==> config.mk <==
export PLATFORM = sky130hd
export DESIGN_NAME = mixed_radix_gray_address_gen_flat
export DESIGN_NICKNAME = d
export VERILOG_FILES = /design/src/rtl/mrg_pkg.sv /design/src/rtl/mrg_if.sv /design/src/rtl/mrg_stride.sv /design/src/rtl/mrg_step.sv /design/src/rtl/mixed_radix_gray_address_gen.sv /design/src/flat_wrapper.sv
export SDC_FILE = /design/constraint.sdc
export NUM_CORES = 1
export LEC_CHECK = 0
export CORE_MARGIN = 2
export CORE_UTILIZATION = 43
export CTS_CLUSTER_SIZE = 8
export DETAILED_ROUTE_END_ITERATION = 16
export DONT_BUFFER_PORTS = 1
export SYNTH_ARGS = -nofsm -noshare
export SYNTH_HDL_FRONTEND = slang
export SYNTH_SLANG_ARGS = --single-unit
==> constraint.sdc <==
create_clock -name clk -period 17.85 [get_ports clk]
set_input_delay 0.8925 -clock clk [delete_from_list [all_inputs] [get_ports clk]]
set_output_delay 0.8925 -clock clk [all_outputs]
set_load 0.005 [all_outputs]
==> src/rtl/mrg_pkg.sv <==
// Shared constants, register indexes and the result word type of the Gray address generator.
package mrg_pkg;

	localparam int MAX_DIGITS_DEF = 8;
	localparam int DIGIT_BITS_DEF = 4;

	localparam int CFG_W     = 32;
	localparam int CFG_IDX_W = 2;
	localparam int COUNT_W   = 4;
	localparam int RADIX_W   = 32;
	localparam int KEEP_W    = 8;
	localparam int ADDR_W    = 32;
	localparam int OUT_IDX_W = 3;
	localparam int OUT_VAL_W = 4;

	localparam logic [CFG_IDX_W-1:0] CFG_DIGIT_COUNT = 2'd0;
	localparam logic [CFG_IDX_W-1:0] CFG_RADIX       = 2'd1;
	localparam logic [CFG_IDX_W-1:0] CFG_KEEP        = 2'd2;

	localparam logic [COUNT_W-1:0] DIGIT_COUNT_RST = 4'd1;
	localparam logic [RADIX_W-1:0] RADIX_RST       = 32'h1111_1111;
	localparam logic [KEEP_W-1:0]  KEEP_RST        = 8'hFF;

	typedef struct packed {
		logic                 is_first;
		logic [OUT_IDX_W-1:0] digit_index;
		logic [OUT_VAL_W-1:0] digit_value;
		logic [ADDR_W-1:0]    table_address;
		logic                 done_res;
	} mrg_res_t;

endpackage

==> src/rtl/mrg_if.sv <==
// Valid/ready channel interfaces for the request and result words.
interface mrg_in_if ();
	logic valid;
	logic ready;
	logic restart;

	modport source (output valid, output restart, input ready);
	modport sink (input valid, input restart, output ready);
endinterface

interface mrg_out_if import mrg_pkg::*; ();
	logic                 valid;
	logic                 ready;
	logic                 is_first;
	logic [OUT_IDX_W-1:0] digit_index;
	logic [OUT_VAL_W-1:0] digit_value;
	logic [ADDR_W-1:0]    table_address;
	logic                 done_res;

	modport source (output valid, output is_first, output digit_index, output digit_value,
		output table_address, output done_res, input ready);
	modport sink (input valid, input is_first, input digit_index, input digit_value,
		input table_address, input done_res, output ready);
endinterface

==> src/rtl/mrg_stride.sv <==
// Stride table: products of kept radices below each digit, rebuilt one digit per cycle.
module mrg_stride import mrg_pkg::*; #(
	parameter int MAX_DIGITS = MAX_DIGITS_DEF,
	parameter int DIGIT_BITS = DIGIT_BITS_DEF
) (
	input  logic               clk,
	input  logic               arst_n,
	input  logic               rebuild,
	input  logic [RADIX_W-1:0] radix,
	input  logic [KEEP_W-1:0]  keep,
	output logic [ADDR_W-1:0]  stride [MAX_DIGITS],
	output logic               busy
);

	localparam int PW = $clog2(MAX_DIGITS + 1);
	localparam int RX_W = MAX_DIGITS * DIGIT_BITS + RADIX_W;

	logic [PW-1:0]              idx_q;
	logic [PW-1:0]              src;
	logic [ADDR_W-1:0]          run_q;
	logic [ADDR_W-1:0]          nxt;
	logic [DIGIT_BITS:0]        mult;
	logic [ADDR_W+DIGIT_BITS:0] prod;
	logic [RX_W-1:0]            rext;
	logic [ADDR_W-1:0]          stride_q [MAX_DIGITS];

	assign busy = idx_q < PW'(MAX_DIGITS);
	assign src  = idx_q - PW'(1);
	assign rext = RX_W'(radix);

	always_comb begin
		mult = (DIGIT_BITS + 1)'(1);
		for (int i = 0; i < MAX_DIGITS; i++) begin
			if (PW'(i) == src && keep[i]) begin
				mult = (DIGIT_BITS + 1)'(rext[i*DIGIT_BITS +: DIGIT_BITS]) + (DIGIT_BITS + 1)'(1);
			end
		end
		prod = (ADDR_W + DIGIT_BITS + 1)'(run_q) * (ADDR_W + DIGIT_BITS + 1)'(mult);
		// digit 0 always has unit stride
		nxt = (idx_q == '0) ? ADDR_W'(1) : prod[ADDR_W-1:0];
	end

	always_ff @(posedge clk or negedge arst_n) begin
		if (!arst_n) begin
			idx_q <= '0;
		end else if (rebuild) begin
			idx_q <= '0;
		end else if (busy) begin
			idx_q <= idx_q + PW'(1);
		end
	end

	always_ff @(posedge clk) begin
		if (busy) begin
			run_q <= nxt;
		end
		for (int i = 0; i < MAX_DIGITS; i++) begin
			if (busy && !rebuild && idx_q == PW'(i)) begin
				stride_q[i] <= nxt;
			end
		end
	end

	assign stride = stride_q;

endmodule

==> src/rtl/mrg_step.sv <==
// Gray code state with focus pointers; computes one step and its result word.
module mrg_step import mrg_pkg::*; #(
	parameter int MAX_DIGITS = MAX_DIGITS_DEF,
	parameter int DIGIT_BITS = DIGIT_BITS_DEF
) (
	input  logic                                clk,
	input  logic                                arst_n,
	input  logic                                fire,
	input  logic                                restart,
	input  logic [$clog2(MAX_DIGITS + 1)-1:0]   n,
	input  logic [RADIX_W-1:0]                  radix,
	input  logic [KEEP_W-1:0]                   keep,
	input  logic [ADDR_W-1:0]                   stride [MAX_DIGITS],
	output mrg_res_t                            res
);

	localparam int PW   = $clog2(MAX_DIGITS + 1);
	localparam int IW   = (MAX_DIGITS > 1) ? $clog2(MAX_DIGITS) : 1;
	localparam int RX_W = MAX_DIGITS * DIGIT_BITS + RADIX_W;

	logic [DIGIT_BITS-1:0] dv_q [MAX_DIGITS];
	logic [MAX_DIGITS-1:0] dir_q;
	logic [PW-1:0]         fp_q [MAX_DIGITS+1];
	logic                  first_q;
	logic [ADDR_W-1:0]     addr_q;

	logic [DIGIT_BITS-1:0] cur_dv [MAX_DIGITS];
	logic [MAX_DIGITS-1:0] cur_dir;
	logic [PW-1:0]         cur_fp [MAX_DIGITS+1];
	logic                  cur_first;
	logic [ADDR_W-1:0]     cur_addr;

	logic [DIGIT_BITS-1:0] nxt_dv [MAX_DIGITS];
	logic [MAX_DIGITS-1:0] nxt_dir;
	logic [PW-1:0]         nxt_fp [MAX_DIGITS+1];
	logic [ADDR_W-1:0]     nxt_addr;

	logic [RX_W-1:0]       rext;
	logic [DIGIT_BITS-1:0] top [MAX_DIGITS];
	logic [MAX_DIGITS-1:0] moving;
	logic [PW-1:0]         p;
	logic [PW-1:0]         j;
	logic [PW-1:0]         q;
	logic [PW-1:0]         fq;
	logic [IW-1:0]         ji;
	logic                  done;
	logic                  up;
	logic                  flip;
	logic [DIGIT_BITS-1:0] v;
	logic [ADDR_W-1:0]     sj;

	assign rext = RX_W'(radix);

	always_comb begin
		for (int i = 0; i < MAX_DIGITS; i++) begin
			top[i]    = rext[i*DIGIT_BITS +: DIGIT_BITS];
			moving[i] = top[i] != '0;
			cur_dv[i] = restart ? '0 : dv_q[i];
		end
		cur_dir = restart ? '1 : dir_q;
		for (int i = 0; i <= MAX_DIGITS; i++) begin
			cur_fp[i] = restart ? PW'(i) : fp_q[i];
		end
		cur_first = restart | first_q;
		cur_addr  = restart ? '0 : addr_q;
	end

	// first digit that can move, then the one whose focus it points at
	always_comb begin
		p = n;
		for (int i = MAX_DIGITS - 1; i >= 0; i--) begin
			if (PW'(i) < n && moving[i]) begin
				p = PW'(i);
			end
		end
		j = '0;
		for (int i = 0; i <= MAX_DIGITS; i++) begin
			if (PW'(i) == p) begin
				j = cur_fp[i];
			end
		end
		done = j >= n;
		ji   = j[IW-1:0];
	end

	always_comb begin
		up = 1'b0;
		v  = '0;
		sj = '0;
		for (int i = 0; i < MAX_DIGITS; i++) begin
			if (IW'(i) == ji) begin
				up = cur_dir[i];
				v  = cur_dir[i] ? cur_dv[i] + DIGIT_BITS'(1) : cur_dv[i] - DIGIT_BITS'(1);
				sj = stride[i];
			end
		end
		flip = 1'b0;
		for (int i = 0; i < MAX_DIGITS; i++) begin
			if (IW'(i) == ji && (v == '0 || v == top[i])) begin
				flip = 1'b1;
			end
		end
		q = n;
		for (int i = MAX_DIGITS - 1; i >= 0; i--) begin
			if (PW'(i) > j && PW'(i) < n && moving[i]) begin
				q = PW'(i);
			end
		end
		fq = '0;
		for (int i = 0; i <= MAX_DIGITS; i++) begin
			if (PW'(i) == q) begin
				fq = cur_fp[i];
			end
		end
	end

	always_comb begin
		nxt_dv   = cur_dv;
		nxt_dir  = cur_dir;
		nxt_fp   = cur_fp;
		nxt_addr = cur_addr;
		if (!cur_first && !done) begin
			for (int i = 0; i < MAX_DIGITS; i++) begin
				if (IW'(i) == ji) begin
					nxt_dv[i] = v;
					if (flip) begin
						nxt_dir[i] = ~up;
					end
				end
			end
			if (keep[ji]) begin
				nxt_addr = up ? cur_addr + sj : cur_addr - sj;
			end
			// q lies above j, which is at or above p
			for (int i = 0; i <= MAX_DIGITS; i++) begin
				if (flip && PW'(i) == q) begin
					nxt_fp[i] = PW'(i);
				end else if (flip && PW'(i) == j) begin
					nxt_fp[i] = fq;
				end else if (PW'(i) == p) begin
					nxt_fp[i] = PW'(i);
				end
			end
		end
	end

	always_comb begin
		res               = '0;
		res.table_address = cur_addr;
		if (cur_first) begin
			res.is_first = 1'b1;
		end else if (done) begin
			res.done_res = 1'b1;
		end else begin
			res.digit_index   = OUT_IDX_W'(ji);
			res.digit_value   = OUT_VAL_W'(v);
			res.table_address = nxt_addr;
		end
	end

	always_ff @(posedge clk or negedge arst_n) begin
		if (!arst_n) begin
			for (int i = 0; i < MAX_DIGITS; i++) begin
				dv_q[i] <= '0;
			end
			dir_q <= '1;
			for (int i = 0; i <= MAX_DIGITS; i++) begin
				fp_q[i] <= PW'(i);
			end
			first_q <= 1'b1;
			addr_q  <= '0;
		end else if (fire) begin
			dv_q    <= nxt_dv;
			dir_q   <= nxt_dir;
			fp_q    <= nxt_fp;
			first_q <= 1'b0;
			addr_q  <= nxt_addr;
		end
	end

endmodule

==> src/rtl/mixed_radix_gray_address_gen.sv <==
// Top level of the mixed-radix reflected Gray code address generator.
// Each request word advances a reflected mixed-radix Gray code by one step and returns the moved
// digit, its new value and the running table address over the kept digits, or a first or done
// marker. One word is taken per cycle while the output does not stall and no stride rebuild runs;
// a word passes the request register, then the result register. The step is one pass of logic
// over the code state, set by the focus pointer lookup and the 32-bit address add. After reset
// and after every configuration write the stride table is rebuilt, one digit per cycle; no request
// word is taken meanwhile. Configuration writes are taken at any time but belong in idle periods.
module mixed_radix_gray_address_gen import mrg_pkg::*; #(
	parameter int MAX_DIGITS = MAX_DIGITS_DEF,
	parameter int DIGIT_BITS = DIGIT_BITS_DEF
) (
	input  logic                 clk,
	input  logic                 arst_n,
	input  logic                 cfg_we,
	input  logic [CFG_IDX_W-1:0] cfg_index,
	input  logic [CFG_W-1:0]     cfg_wdata,
	mrg_in_if.sink               in_ch,
	mrg_out_if.source            out_ch
);

	localparam int PW = $clog2(MAX_DIGITS + 1);

	logic [COUNT_W-1:0] digit_count_q;
	logic [RADIX_W-1:0] radix_q;
	logic [KEEP_W-1:0]  keep_q;

	logic [PW-1:0]      n;
	logic [ADDR_W-1:0]  stride [MAX_DIGITS];
	logic               busy;

	logic               valid_s1;
	logic               restart_s1;
	logic               valid_s2;
	mrg_res_t           res;
	mrg_res_t           res_s2;
	logic               adv_s2;
	logic               fire_s1;
	logic               take;

	always_ff @(posedge clk or negedge arst_n) begin
		if (!arst_n) begin
			digit_count_q <= DIGIT_COUNT_RST;
			radix_q       <= RADIX_RST;
			keep_q        <= KEEP_RST;
		end else if (cfg_we) begin
			case (cfg_index)
				CFG_DIGIT_COUNT: digit_count_q <= cfg_wdata[COUNT_W-1:0];
				CFG_RADIX:       radix_q       <= cfg_wdata[RADIX_W-1:0];
				CFG_KEEP:        keep_q        <= cfg_wdata[KEEP_W-1:0];
				default: begin
				end
			endcase
		end
	end

	// saturate the digit count at the build size
	always_comb begin
		if (32'(digit_count_q) > MAX_DIGITS) begin
			n = PW'(MAX_DIGITS);
		end else begin
			n = PW'(digit_count_q);
		end
	end

	mrg_stride #(
		.MAX_DIGITS(MAX_DIGITS),
		.DIGIT_BITS(DIGIT_BITS)
	) u_stride (
		.clk    (clk),
		.arst_n (arst_n),
		.rebuild(cfg_we),
		.radix  (radix_q),
		.keep   (keep_q),
		.stride (stride),
		.busy   (busy)
	);

	assign adv_s2      = !valid_s2 || out_ch.ready;
	assign fire_s1     = valid_s1 && adv_s2;
	assign in_ch.ready = !busy && !cfg_we && (!valid_s1 || adv_s2);
	assign take        = in_ch.valid && in_ch.ready;

	always_ff @(posedge clk or negedge arst_n) begin
		if (!arst_n) begin
			valid_s1 <= 1'b0;
			valid_s2 <= 1'b0;
		end else begin
			if (take) begin
				valid_s1 <= 1'b1;
			end else if (fire_s1) begin
				valid_s1 <= 1'b0;
			end
			if (fire_s1) begin
				valid_s2 <= 1'b1;
			end else if (out_ch.ready) begin
				valid_s2 <= 1'b0;
			end
		end
	end

	always_ff @(posedge clk) begin
		if (take) begin
			restart_s1 <= in_ch.restart;
		end
		if (fire_s1) begin
			res_s2 <= res;
		end
	end

	mrg_step #(
		.MAX_DIGITS(MAX_DIGITS),
		.DIGIT_BITS(DIGIT_BITS)
	) u_step (
		.clk    (clk),
		.arst_n (arst_n),
		.fire   (fire_s1),
		.restart(restart_s1),
		.n      (n),
		.radix  (radix_q),
		.keep   (keep_q),
		.stride (stride),
		.res    (res)
	);

	assign out_ch.valid         = valid_s2;
	assign out_ch.is_first      = res_s2.is_first;
	assign out_ch.digit_index   = res_s2.digit_index;
	assign out_ch.digit_value   = res_s2.digit_value;
	assign out_ch.table_address = res_s2.table_address;
	assign out_ch.done_res      = res_s2.done_res;

endmodule
==> src/flat_wrapper.sv <==
// flat-port wrapper written by rule: the top's interface ports become plain ports
module mixed_radix_gray_address_gen_flat import mrg_pkg::*;
#(
	parameter int MAX_DIGITS = MAX_DIGITS_DEF,
	parameter int DIGIT_BITS = DIGIT_BITS_DEF
)
  (clk, arst_n, cfg_we, cfg_index, cfg_wdata, in_ch_valid, in_ch_restart, in_ch_ready, out_ch_valid, out_ch_is_first, out_ch_digit_index, out_ch_digit_value, out_ch_table_address, out_ch_done_res, out_ch_ready);
  mrg_in_if in_ch_i ();
  mrg_out_if out_ch_i ();
  input  logic clk;
  input  logic arst_n;
  input  logic cfg_we;
  input  logic [CFG_IDX_W-1:0] cfg_index;
  input  logic [CFG_W-1:0] cfg_wdata;
  input wire logic [$bits(in_ch_i.valid)-1:0] in_ch_valid;
  input wire logic [$bits(in_ch_i.restart)-1:0] in_ch_restart;
  output wire logic [$bits(in_ch_i.ready)-1:0] in_ch_ready;
  output wire logic [$bits(out_ch_i.valid)-1:0] out_ch_valid;
  output wire logic [$bits(out_ch_i.is_first)-1:0] out_ch_is_first;
  output wire logic [$bits(out_ch_i.digit_index)-1:0] out_ch_digit_index;
  output wire logic [$bits(out_ch_i.digit_value)-1:0] out_ch_digit_value;
  output wire logic [$bits(out_ch_i.table_address)-1:0] out_ch_table_address;
  output wire logic [$bits(out_ch_i.done_res)-1:0] out_ch_done_res;
  input wire logic [$bits(out_ch_i.ready)-1:0] out_ch_ready;
  assign in_ch_i.valid = in_ch_valid;
  assign in_ch_i.restart = in_ch_restart;
  assign in_ch_ready = in_ch_i.ready;
  assign out_ch_valid = out_ch_i.valid;
  assign out_ch_is_first = out_ch_i.is_first;
  assign out_ch_digit_index = out_ch_i.digit_index;
  assign out_ch_digit_value = out_ch_i.digit_value;
  assign out_ch_table_address = out_ch_i.table_address;
  assign out_ch_done_res = out_ch_i.done_res;
  assign out_ch_i.ready = out_ch_ready;
  mixed_radix_gray_address_gen #(.MAX_DIGITS(MAX_DIGITS), .DIGIT_BITS(DIGIT_BITS)) u_core (.clk(clk), .arst_n(arst_n), .cfg_we(cfg_we), .cfg_index(cfg_index), .cfg_wdata(cfg_wdata), .in_ch(in_ch_i), .out_ch(out_ch_i));
endmodule
==> impl_metrics.toml <==
[placed_design]
place_hpwl_mm = 66.5
placed_area_sq_mm = 0.0320
port_buffers = 0
gp_congestion = 0.958

[synth]
avgSynthCellArea_sq_um = 10.3
synth_top_family_by_area = "simple AND/OR/NAND/NOR gates"
ys.flop_type = "edfxtp_1"
synthCells = 3003
synth_simple_gate_area_share_pct = 15.9
synthXorXnorAreaFrac_pct = 4.17
yosysSeqAreaShare_pct = 44.9
ys_types = 113
async_flop_share_pct = 32.5
muxShareOfSynthArea_pct = 5.78
yosys_warnings = 0
synth-seq-cells = 489
synth_fp_nets = 3248
synth_edf_count = 330
synth_area_sq_mm = 0.0310
synth-compound-area-share_pct = 14.6
synthAdderAreaFrac_pct = 10.5

[floorplan]
fp.dieH_um = 273
design.portCount = 83
die_w_um = 273
dieArea_sq_mm = 0.0743
rows = 98
start_util_pct = 43.4
design.core.area_sq_mm = 0.0715

[clocking]
cts_tree = "done"
cts_root_buf = "clkbuf_16"
cts_resized = 0
clk_pin_slew_ns = 0.06
cts.sinks = 489
htreeDepth = 3
clk_path_buf_depth = 3
clk_latency_ns = 0.63
cts_buffers = 72

[setup_path]
start_kind = "register"
max_stage_delay_ns = 0.83
crit_path_start = "u_core.digit_count_q[3]$_DFFE_PN0P_"
critPathSlowestCell = "or4_1"
r2r-start = "u_core.digit_count_q[3]$_DFFE_PN0P_"
crit_type = "register to register"
worstPathArrival_ns = 10.80
crit_path_end_kind = "register"
path_delay_family = "compound AO/OA/AOI/OAI gates"
critPathMaxFanout = 46
r2r_slack_ns = 7.54
path_buf_inv = 3
crit_path_frequent_cell = "a21oi_1"
crit_required_ns = 18.34

[detailed_routing]
viasPerCell = 6.01
wl_per_cell_um = 24.2
antenna_left = 0
wl_mm = 96.7
dr.pass1.iters = 6
vias = 24000
drtIter0Drc = 2484
route.detailed.drc = 0

[global_route]
grt_pass1_vias = 23500
track_usage_pct = 25.9
grt_first_pass_wirelength_mm = 147
antenna_found_initial = 2
grt_overflow_total = 0
grt_max_degree = 121

[pwr]
fin_total_pwr_uw = 4080
switching_share_pct = 36.4
pwr-share-clk_pct = 32.2
cellPowerDensity_mw_per_mm2 = 119
p_int_uw = 2590
total_leakage_power_uw = 0.0140
power_frac_seq_pct = 34.7
p_sw_uw = 1480
ir_drop_mv = 0.0726
p_comb_share_pct = 33.2

[sta]
hold_viol = 0
setup_tns_ns = 0
skew_ns = 0.0338
rsz0062_at_grt = "false"
max_freq_mhz = 97.0
final_max_slew_viol_count = 0
timing.final.crit_share_pct = 57.7
tightest_slew_ns = 1.17
period_needed_ns = 10.31
maxSlewHeadroom_pct = 21.2
setup_viol = 0

[cells_and_area]
area_delta_synth_final_pct = 10.1
nets = 3233
fin_util_pct = 47.8
drive_gt1_share_pct = 11.5
layout_common_cells = "445 x nand2_1, 330 x edfxtp_1, 165 x nor2_1"
final_common_cell = "nand2_1"
postLayoutCellArea_sq_mm = 0.0342
nFillCells = 6540

[hold_path]
hold_path_class = "primary input to async pin"

[run]
max-cap-violations = 0

[outcome]
outcome = "completed"
[final cells by class]
cell class	instances	area [sq um]	share of cell area (%)
multi-input cells	2220	15900	46.5
flip-flops and latches	489	13900	40.8
clock buffers	118	2030	5.93
well taps	950	1190	3.48
inverters	151	573	1.68
repair buffers	54	425	1.25
clock inverters	7	109	0.319
diodes	3	7.51	0.0220
[sequential cells by signal, indices dropped and copies added, names as in the netlist, 3 cells and up]
name	flops
u_core.out_ch.digit_value	4
u_core.out_ch.table_address	32
u_core.u_step.dv_q	32
u_core.u_stride.run_q	32
u_core.u_step.fp_q	36
u_core.out_ch.digit_index	3
u_core.u_stride.stride	256
u_core.u_stride.idx_q	4
u_core.u_step.dir_q	8
u_core.keep_q	8
u_core.u_step.addr_q	32
u_core.radix_q	32
u_core.digit_count_q	4
[synth_stat cells, types with 47 or more instances]
library cell / number / area share [%]
inv_1: 146 / 1.8
o21ai_0: 132 / 2.1
fa_1: 92 / 5.9
nor2b_1: 86 / 1.7
xnor2_1: 102 / 2.9
nor3_1: 63 / 1.0
and2_1: 47 / 0.95
nor2_1: 171 / 2.1
clkbuf_1: 71 / 0.86
nand2_1: 446 / 5.4
dfrtp_1: 120 / 9.7
mux2_2: 83 / 3.0
mux2i_1: 81 / 2.6
ha_1: 113 / 4.6
nand3_1: 84 / 1.4
a21oi_1: 160 / 2.6
edfxtp_1: 330 / 32
[power groups by stage]
stage	Combinational, uW	Clock (uW)	Sequential, uW
2_1_floorplan	954	0	1390
3_3_place_gp	1310	0	1430
3_5_place_dp	1320	0	1430
4_1_cts	1330	1340	1410
5_1_grt	1470	1380	1420
6_report	1350	1310	1410
[final timing paths]
| kind | end | depth (start not counted) |
|---|---|---|
| setup reg to reg | u_core.u_step.addr_q[31]$_DFFE_PN0P_ | 34 |
| hold / removal | u_core.keep_q[1]$_DFFE_PN1P_ | 0 |
| min in group clk | u_core.u_stride.idx_q[3]$_DFFE_PN0P_ | 1 |
| setup / recovery | u_core.u_step.addr_q[31]$_DFFE_PN0P_ | 34 |
| hold reg to reg | u_core.u_step.addr_q[21]$_DFFE_PN0P_ | 2 |
| max in group asynchronous | u_core.u_step.addr_q[19]$_DFFE_PN0P_ | 1 |
[layer usage]
metal | track usage, % | wire, um
met1 | 37.2 | 44000
met2 | 40.0 | 43300
met3 | 5.03 | 7190
met4 | 7.06 | 2170
met5 | 0 | 0
[through the flow]
stage	instances	hold slack, ns	worst slack, ns
finish	3992	0.122	7.54
global route	3991	0.0940	6.57
CTS	3989	0.0869	7.52
detailed placement	3863	0.454	7.56
global placement	3863	0.450	7.64
floorplan	3003	0.438	9.48
[repair_timing]
action,CTS,global route
hold endpoints to repair,120,0
setup buffers,0,0
hold buffers,1,0
setup endpoints to repair,0,0
[logic make-up (layout without fill, tap and decap cells)]
kind of cell	count (synthesis)	in the layout
other	0	3
multiplexers	168	168
adder cells (fa/ha/maj)	205	205
AND/OR/NAND/NOR	1041	1041
AO/OA/AOI/OAI	660	660
buffers and inverters	294	330
flip-flops	489	489
XOR/XNOR	146	146
(Power assumes the default switching activity.)
